--- config.mk ---
export PLATFORM = sky130hd
export DESIGN_NAME = mppt_perturb_observe_duty
export DESIGN_NICKNAME = d
export VERILOG_FILES = /design/src/rtl/mppod_pkg.sv /design/src/rtl/mppt_perturb_observe_duty.sv /design/src/rtl/mppod_step.sv
export SDC_FILE = /design/constraint.sdc
export NUM_CORES = 1
export LEC_CHECK = 0
export ABC_AREA = 1
export BUFFER_PORTS_ARGS = -buffer_cell sky130_fd_sc_hd__buf_2
export CAP_MARGIN = 25
export CORE_AREA = 3 3 268 270
export CTS_CLUSTER_DIAMETER = 120
export DETAILED_ROUTE_END_ITERATION = 7
export DIE_AREA = 0 0 271 273
export GPL_TIMING_DRIVEN = 0
export PLACE_DENSITY = 0.53
export SYNTH_ARGS = -nofsm -noshare
export SYNTH_HDL_FRONTEND = slang
export SYNTH_SLANG_ARGS = --single-unit
--- constraint.sdc ---
create_clock -name aclk -period 6.1 [get_ports aclk]
set_input_delay 0.915 -clock aclk [delete_from_list [all_inputs] [get_ports aclk]]
set_output_delay 0.915 -clock aclk [all_outputs]
set_load 0.005 [all_outputs]
--- src/rtl/mppod_pkg.sv ---
// Shared types, widths and codes for the perturb-and-observe duty tracker.
package mppod_pkg;

    localparam int DUTY_BITS      = 10;
    localparam int SAMPLE_BITS    = 16;
    localparam int POWER_BITS     = 2 * SAMPLE_BITS;
    localparam int THRESH_BITS    = 16;
    localparam int CFG_INDEX_BITS = 3;
    localparam int CFG_DATA_BITS  = 16;

    localparam int REQ_BITS       = 3;
    localparam int S_TDATA_BITS   = 2 * SAMPLE_BITS;
    localparam int S_TUSER_BITS   = REQ_BITS + 1;
    localparam int M_FIELD_BITS   = DUTY_BITS + 2;
    localparam int M_TDATA_BITS   = ((M_FIELD_BITS + 7) / 8) * 8;
    localparam int M_PAD_BITS     = M_TDATA_BITS - M_FIELD_BITS;

    // Register reset values
    localparam logic [DUTY_BITS-1:0]   DUTY_MIN_RST    = '0;
    localparam logic [DUTY_BITS-1:0]   DUTY_MAX_RST    = '1;
    localparam logic [DUTY_BITS-1:0]   COARSE_STEP_RST = DUTY_BITS'(8);
    localparam logic [DUTY_BITS-1:0]   FINE_STEP_RST   = DUTY_BITS'(1);
    localparam logic [THRESH_BITS-1:0] THRESHOLD_RST   = '0;

    typedef enum logic [REQ_BITS-1:0] {
        REQ_MPPT   = 3'd0,
        REQ_SWEEP  = 3'd1,
        REQ_UP     = 3'd2,
        REQ_DOWN   = 3'd3,
        REQ_ON     = 3'd4,
        REQ_OFF    = 3'd5,
        REQ_STOP   = 3'd6
    } req_t;

    typedef enum logic [CFG_INDEX_BITS-1:0] {
        CFG_DUTY_MIN    = 3'd0,
        CFG_DUTY_MAX    = 3'd1,
        CFG_COARSE_STEP = 3'd2,
        CFG_FINE_STEP   = 3'd3,
        CFG_THRESHOLD   = 3'd4
    } cfg_index_t;

    typedef struct packed {
        logic [DUTY_BITS-1:0]   duty_min;
        logic [DUTY_BITS-1:0]   duty_max;
        logic [DUTY_BITS-1:0]   coarse_step;
        logic [DUTY_BITS-1:0]   fine_step;
        logic [THRESH_BITS-1:0] restart_current;
    } cfg_t;

    typedef struct packed {
        logic [DUTY_BITS-1:0]  duty;
        logic [POWER_BITS-1:0] reference_power;
        logic                  direction_up;
        logic                  sweep_reversing;
        logic                  driver_enabled;
    } trk_state_t;

endpackage

--- src/rtl/mppt_perturb_observe_duty.sv ---
// Top level: perturb-and-observe MPPT duty tracker with stream ports and a config write channel.
// Pipeline: an input transfer passes the input register, the product register and the result register
// before its result is offered on m_; the 16x16
// power multiply sets the middle stage.
// Throughput: one item per cycle while m_tready is high; a stage moves when the next is empty or
// moving, so a stalled result holds only the output register and the two stages behind it fill.
// Reset (aresetn low, synchronous): all stages empty, config registers and tracker state
// return to their defaults (duty 0, reference power 0, direction up, driver off).
module mppt_perturb_observe_duty
    import mppod_pkg::*;
(
    input  logic                      aclk,
    input  logic                      aresetn,

    // Config write channel
    input  logic                      cfg_valid,
    output logic                      cfg_ready,
    input  logic [CFG_INDEX_BITS-1:0] cfg_index,
    input  logic [CFG_DATA_BITS-1:0]  cfg_data,

    // Request stream
    input  logic                      s_tvalid,
    output logic                      s_tready,
    input  logic [S_TDATA_BITS-1:0]   s_tdata,   // voltage_sample[15:0], current_sample[31:16]
    input  logic [S_TUSER_BITS-1:0]   s_tuser,   // req_type[2:0], use_fine[3]

    // Result stream
    output logic                      m_tvalid,
    input  logic                      m_tready,
    output logic [M_TDATA_BITS-1:0]   m_tdata    // duty[9:0], output_enabled[10],
                                                 // stepping_up[11], zero pad[15:12]
);

    // Config registers
    cfg_t cfg_reg;

    // Pipeline stages
    logic                   in_valid_reg;
    req_t                   in_req_reg;
    logic                   in_fine_reg;
    logic [SAMPLE_BITS-1:0] in_volt_reg;
    logic [SAMPLE_BITS-1:0] in_curr_reg;

    logic                   mul_valid_reg;
    req_t                   mul_req_reg;
    logic                   mul_fine_reg;
    logic [SAMPLE_BITS-1:0] mul_curr_reg;
    logic [POWER_BITS-1:0]  mul_power_reg;

    logic                   out_valid_reg;
    logic [DUTY_BITS-1:0]   out_duty_reg;
    logic                   out_en_reg;
    logic                   out_up_reg;

    // Tracker state
    trk_state_t             st_reg;
    trk_state_t             st_next;

    logic ready_out;
    logic ready_mul;
    logic in_xfer;
    logic state_upd;

    // Each stage advances when the next one is free or draining this cycle
    assign ready_out = ~out_valid_reg | m_tready;
    assign ready_mul = ~mul_valid_reg | ready_out;
    assign s_tready  = ~in_valid_reg | ready_mul;
    assign in_xfer   = s_tvalid & s_tready;
    // State commits exactly when an item lands in the result register
    assign state_upd = mul_valid_reg & ready_out;

    assign cfg_ready = 1'b1;

    // Config writes; indexes beyond the list are dropped
    always_ff @(posedge aclk) begin
        if (!aresetn) begin
            cfg_reg.duty_min        <= DUTY_MIN_RST;
            cfg_reg.duty_max        <= DUTY_MAX_RST;
            cfg_reg.coarse_step     <= COARSE_STEP_RST;
            cfg_reg.fine_step       <= FINE_STEP_RST;
            cfg_reg.restart_current <= THRESHOLD_RST;
        end else if (cfg_valid) begin
            unique case (cfg_index)
                CFG_DUTY_MIN:    cfg_reg.duty_min        <= cfg_data[DUTY_BITS-1:0];
                CFG_DUTY_MAX:    cfg_reg.duty_max        <= cfg_data[DUTY_BITS-1:0];
                CFG_COARSE_STEP: cfg_reg.coarse_step     <= cfg_data[DUTY_BITS-1:0];
                CFG_FINE_STEP:   cfg_reg.fine_step       <= cfg_data[DUTY_BITS-1:0];
                CFG_THRESHOLD:   cfg_reg.restart_current <= cfg_data[THRESH_BITS-1:0];
                default: begin
                end
            endcase
        end
    end

    // Stage 1: capture the request transfer
    always_ff @(posedge aclk) begin
        if (!aresetn) begin
            in_valid_reg <= 1'b0;
        end else if (s_tready) begin
            in_valid_reg <= s_tvalid;
        end
    end

    always_ff @(posedge aclk) begin
        if (in_xfer) begin
            in_req_reg  <= req_t'(s_tuser[REQ_BITS-1:0]);
            in_fine_reg <= s_tuser[REQ_BITS];
            in_volt_reg <= s_tdata[SAMPLE_BITS-1:0];
            in_curr_reg <= s_tdata[S_TDATA_BITS-1:SAMPLE_BITS];
        end
    end

    // Stage 2: form power as voltage times current
    always_ff @(posedge aclk) begin
        if (!aresetn) begin
            mul_valid_reg <= 1'b0;
        end else if (ready_mul) begin
            mul_valid_reg <= in_valid_reg;
        end
    end

    always_ff @(posedge aclk) begin
        if (ready_mul && in_valid_reg) begin
            mul_req_reg   <= in_req_reg;
            mul_fine_reg  <= in_fine_reg;
            mul_curr_reg  <= in_curr_reg;
            mul_power_reg <= POWER_BITS'(in_volt_reg * in_curr_reg);
        end
    end

    // Stage 3: apply the request to the tracker state
    mppod_step u_step (
        .cfg            (cfg_reg),
        .st             (st_reg),
        .req            (mul_req_reg),
        .use_fine       (mul_fine_reg),
        .current_sample (mul_curr_reg),
        .power          (mul_power_reg),
        .st_next        (st_next)
    );

    always_ff @(posedge aclk) begin
        if (!aresetn) begin
            st_reg.duty            <= DUTY_MIN_RST;
            st_reg.reference_power <= '0;
            st_reg.direction_up    <= 1'b1;
            st_reg.sweep_reversing <= 1'b0;
            st_reg.driver_enabled  <= 1'b0;
        end else if (state_upd) begin
            st_reg <= st_next;
        end
    end

    // Result register; hold while the sink stalls
    always_ff @(posedge aclk) begin
        if (!aresetn) begin
            out_valid_reg <= 1'b0;
        end else if (ready_out) begin
            out_valid_reg <= mul_valid_reg;
        end
    end

    always_ff @(posedge aclk) begin
        if (state_upd) begin
            out_duty_reg <= st_next.duty;
            out_en_reg   <= st_next.driver_enabled;
            out_up_reg   <= st_next.direction_up;
        end
    end

    assign m_tvalid = out_valid_reg;
    assign m_tdata  = {{M_PAD_BITS{1'b0}}, out_up_reg, out_en_reg, out_duty_reg};

    // A result appears only from an item that sat in the product stage
    a_out_from_mul: assert property (@(posedge aclk) disable iff (!aresetn)
        $rose(out_valid_reg) |-> $past(mul_valid_reg))
        else $error("result valid without a product-stage item");

    // The pending result always reflects the committed tracker state
    a_out_matches_state: assert property (@(posedge aclk) disable iff (!aresetn)
        $past(state_upd) |-> (out_duty_reg == st_reg.duty &&
                              out_en_reg == st_reg.driver_enabled &&
                              out_up_reg == st_reg.direction_up))
        else $error("result register out of step with tracker state");

    // An MPPT tick always enables the driver and takes the new power as reference
    a_mppt_commit: assert property (@(posedge aclk) disable iff (!aresetn)
        (state_upd && mul_req_reg == REQ_MPPT) |=>
            (st_reg.driver_enabled && st_reg.reference_power == $past(mul_power_reg)))
        else $error("MPPT tick did not update driver or reference power");

    // Stop parks the duty at the minimum with the driver off
    a_stop_parks: assert property (@(posedge aclk) disable iff (!aresetn)
        (state_upd && mul_req_reg == REQ_STOP) |=>
            (st_reg.duty == cfg_reg.duty_min && !st_reg.driver_enabled &&
             st_reg.direction_up))
        else $error("stop did not park the tracker");

    // State never moves without an item landing in the result register
    a_state_quiet: assert property (@(posedge aclk) disable iff (!aresetn)
        !state_upd |=> $stable(st_reg))
        else $error("tracker state changed without a committed item");

endmodule

--- src/rtl/mppod_step.sv ---
// Next-state logic of the tracker: one request applied to the current state.
module mppod_step
    import mppod_pkg::*;
(
    input  cfg_t                   cfg,
    input  trk_state_t             st,
    input  req_t                   req,
    input  logic                   use_fine,
    input  logic [SAMPLE_BITS-1:0] current_sample,
    input  logic [POWER_BITS-1:0]  power,
    output trk_state_t             st_next
);

    logic [DUTY_BITS-1:0] step;
    logic [DUTY_BITS:0]   up_sum;
    logic [DUTY_BITS:0]   down_floor;
    logic [DUTY_BITS-1:0] duty_up;
    logic [DUTY_BITS-1:0] duty_down;
    logic                 dir_mppt;

    // Fine step only on a manual move that asks for it
    always_comb begin
        step = ((req == REQ_UP || req == REQ_DOWN) && use_fine) ? cfg.fine_step
                                                               : cfg.coarse_step;
    end

    // Saturating moves, formed one bit wider so nothing wraps
    always_comb begin
        up_sum     = {1'b0, st.duty} + {1'b0, step};
        down_floor = {1'b0, cfg.duty_min} + {1'b0, step};
        duty_up    = (up_sum > {1'b0, cfg.duty_max}) ? cfg.duty_max
                                                     : up_sum[DUTY_BITS-1:0];
        duty_down  = ({1'b0, st.duty} < down_floor) ? cfg.duty_min : st.duty - step;
    end

    // Reverse on a power drop, keep otherwise
    assign dir_mppt = (power < st.reference_power) ? ~st.direction_up : st.direction_up;

    always_comb begin
        st_next = st;
        unique case (req)
            REQ_MPPT: begin
                st_next.driver_enabled  = 1'b1;
                st_next.reference_power = power;
                if (current_sample < cfg.restart_current) begin
                    st_next.direction_up = 1'b1;
                    st_next.duty         = cfg.duty_min;
                end else begin
                    st_next.direction_up = dir_mppt;
                    st_next.duty         = dir_mppt ? duty_up : duty_down;
                end
            end
            REQ_SWEEP: begin
                st_next.driver_enabled = 1'b1;
                if (!st.sweep_reversing) begin
                    if (st.duty >= cfg.duty_max) begin
                        st_next.sweep_reversing = 1'b1;
                    end else begin
                        st_next.duty = duty_up;
                    end
                end else begin
                    if (st.duty <= cfg.duty_min) begin
                        st_next.sweep_reversing = 1'b0;
                    end else begin
                        st_next.duty = duty_down;
                    end
                end
            end
            REQ_UP: begin
                st_next.duty = duty_up;
            end
            REQ_DOWN: begin
                st_next.duty = duty_down;
            end
            REQ_ON: begin
                st_next.driver_enabled = 1'b1;
            end
            REQ_OFF: begin
                st_next.driver_enabled = 1'b0;
            end
            REQ_STOP: begin
                st_next.direction_up   = 1'b1;
                st_next.driver_enabled = 1'b0;
                st_next.duty           = cfg.duty_min;
            end
            default: begin
                st_next = st;
            end
        endcase
    end

endmodule
==> metrics.md <==
| Metric | Value |
|---|---|
| Root buf cell | `clkbuf_16` |
| DR vias/cell | `4.55` |
| Die W | `271 microns` |
| DRT antenna net count | `0` |
| Top delay family on crit path | `adder cells` |
| CTS Hold Bufs | `0` |
| PD cells | `~470 mW/mm^2` |
| Die H | `~270 microns` |
| Flops & latches, synth | `roughly 200` |
| HPWL Detailed | `48.5 mm` |
| Final Wtd Congestion | `about 0.94` |
| Multi-input logic area | `0.0131 sq mm` |
| I/O Pins | `79` |
| Row Count | `97` |
| CORE AREA | `0.0698 sq mm` |
| Mapped Cells | `2662` |
| Top_reg_cell synth | `dfxtp_1` |
| Slew headroom | `34.6%` |
| Final-report setup violation count | `0` |
| Pin count of the biggest net entering global routing | `35` |
| CTS Buf Count | `26` |
| Final wirelength | `63.0 mm` |
| FF/Latch Area | `0.00508 sq mm` |
| CTS tree | `done` |
| Unrepaired setup endpoints after global routing | `true` |
| Synth warn | `0` |
| Crit Path Max Fanout | `5` |
| Final Hold Viols | `0` |
| First-pass GRT wire length | `98.2 mm` |
| Layout Area Growth over Synthesis | `16.6%` |
| Critical Path RT | `6.38 ns` |
| Number of global-route vias before repair | `17065` |
| Clk sinks | `204` |
| Seq/Total Area, Yosys | `24.5%` |
| Fin util | `34.7%` |
| Critical Path Max Stage Delay | `just over 0.6 ns` |
| CP dominant cell by count | `fa_1` |
| Fill count | `approximately 7400` |
| Fraction of registers with async set or reset after synthesis | `0%` |
| GRT Residual Overflow | `0` |
| Worst hold path class | `register to register` |
| Crit share post-route | `97.3%` |
| Total GRT Usage | `17.0%` |
| Commonest non-fill, non-tap cell in the layout | `nand2_1` |
| FMAX | `about 0.17 GHz` |
| Htree depth | `1` |
| Area of the die | `around 0.074 sq mm` |
| Synth unique cells | `47` |
| CP Capture Type | `register` |
| WP buf/inv | `4` |
| Crit-path cells | `buf_6 > nand2_1 > fa_1 > inv_1 > fa_1 > fa_1 > fa_1 > fa_1 > inv_2 > fa_2 > inv_2 > ha_4 > nand2_4 > nor2_4 > and3_4 > nand4_1 > nand3_2 > nand2_2 > nand2_4 > a21oi_4 > o21ai_2 > nand2_1 > nand2_1 > xor2_1` |
| Starting Density | `~30%` |
| Max-cap violations | `0` |
| Initial antenna violation count | `1` |
| Largest register FFs | `between 50 and 60` |
| Pre-antenna DRT Iters | `5` |
| Setup CP Type | `register to register` |
| Pre-CTS setup slack | `-1.01 ns` |
| Peak supply drop | `0.000448 V` |
| Clock Latency Late Sink | `between 0.5 and 0.6 ns` |
| Pleak | `12.5 nW` |
| Count of input and output buffers | `72` |
| Synth Cell Area | `roughly 0.021 sq mm` |
| Fin crit period | `around 5.9 ns` |
| Startpoint types | `register` |
| Skew final | `0.0259 ns` |
| Routed len/inst | `16.7 microns` |
| Total number of vias | `17153` |
| Status | `finished clean` |
| Layout Nets | `3291` |
| Most frequent cells in the layout | `601 x nand2_1, 592 x inv_1, 213 x ha_1, 192 x fa_1, 171 x a21oi_1` |
| Least-Margin Pin Slew | `0.975 ns` |
| Slew Viols, Final | `0` |
| Clock Path Buffers | `3` |
| EDFF count, synth | `100` |
| Avg Synthesized Cell Area | `between 7 and 8 sq um` |
| Iter 0 DRT Violations | `1066` |
| Worst setup margin | `about 0.17 ns` |
| Share of post-route cells with drive strength above 1 | `a little under an eighth` |
| Slowest CP cell | `fa_1` |
| Clk slew on worst S/H paths | `0.07 ns` |
| Drt drc | `0` |
| Critical Path AT | `6.22 ns` |
==> metrics by stage <==
stage          cell area, sq um  hold slack (ns)  cells  power, mW  TNS (ns)
2_1_floorplan             20800            0.400   2665       6.75         0
3_3_place_gp              22300            0.404   3677       8.57     -9.94
3_5_place_dp              22400            0.415   3686       8.60     -9.86
4_1_cts                   23600            0.432   3738       10.4   -0.0162
5_1_grt                   24200            0.447   3772       12.6   -0.0619
6_report                  24200            0.425   3773       11.5         0
==> cells in the mapped netlist, types with 3 or more instances <==
master | n | area [sq um]
a21oi_1 | 177 | 886
a21oi_2 | 13 | 114
a31oi_1 | 4 | 25.0
buf_2 | 6 | 30.0
buf_4 | 10 | 75.1
buf_6 | 7 | 78.8
clkbuf_1 | 101 | 379
clkinv_1 | 4 | 15.0
dfxtp_1 | 104 | 2080
edfxtp_1 | 100 | 3000
fa_1 | 197 | 3940
ha_1 | 222 | 2780
inv_1 | 600 | 2250
nand2_1 | 610 | 2290
nand2_2 | 20 | 125
nand3_1 | 99 | 495
nand3b_1 | 3 | 22.5
nand4_1 | 31 | 194
nor2_1 | 91 | 342
nor3_1 | 9 | 45.0
nor4_1 | 6 | 37.5
o211ai_1 | 15 | 113
o21a_1 | 3 | 22.5
o21ai_0 | 147 | 736
o21ai_1 | 5 | 25.0
o21bai_1 | 6 | 45.0
o31ai_1 | 3 | 22.5
xnor2_1 | 13 | 114
xor2_1 | 33 | 289
==> where the power goes <==
group          switching (mW)  leakage [nW]  internal (mW)  total (mW)
Combinational            4.76          10.3           3.19        7.95
Clock                   0.616         0.434          0.924        1.54
Sequential              0.102          1.80           1.90        2.00
Total                    5.48          12.5           6.01        11.5
==> area by class of cell <==
class / instances / share of cell area, %
diodes: 1 / 0.0103
plain buffers: 95 / 2.76
clock buffers: 40 / 3.37
clock inverters: 8 / 0.212
inverters: 607 / 9.43
multi-input cells: 1728 / 54.0
flip-flops and latches: 204 / 21.0
well taps: 940 / 4.86
repair buffers: 150 / 4.36
==> worst paths after layout <==
kind,from,end,slack [ns],cells after the start
hold reg to reg,in_fine_reg$_DFFE_PP_,mul_fine_reg$_DFFE_PP_,0.42,0
setup reg to reg,in_curr_reg[10]$_DFFE_PP_,mul_power_reg[29]$_DFFE_PP_,0.17,24
setup / recovery,in_curr_reg[10]$_DFFE_PP_,mul_power_reg[29]$_DFFE_PP_,0.17,24
hold / removal,in_fine_reg$_DFFE_PP_,mul_fine_reg$_DFFE_PP_,0.42,0
==> per-layer routing <==
| layer | track usage (%) | routed length, microns |
|---|---|---|
| met5 | 0 | 0 |
| met4 | 5.89 | 2210 |
| met3 | 1.78 | 3090 |
| met2 | 28.1 | 28700 |
| met1 | 23.2 | 29000 |
==> kinds of logic after synthesis <==
kind of cell	synth area share, %
xor gates and xnor gates	1.94
and+or+nand+nor	17.6
buffers and inverters	13.7
adders and majority gates	32.4
other	0.0362
AOI/OAI and AO/OA	9.83
DFF	24.5
==> timing repair <==
action	4_1_cts	5_1_grt
setup buffers	34	33
resized for setup	65	112
cloned	1	0
endpoints found under the setup margin	18	8
hold endpoints to repair	0	0
pin swaps	0	34
No activity file was read; power rests on OpenSTA's default activity.
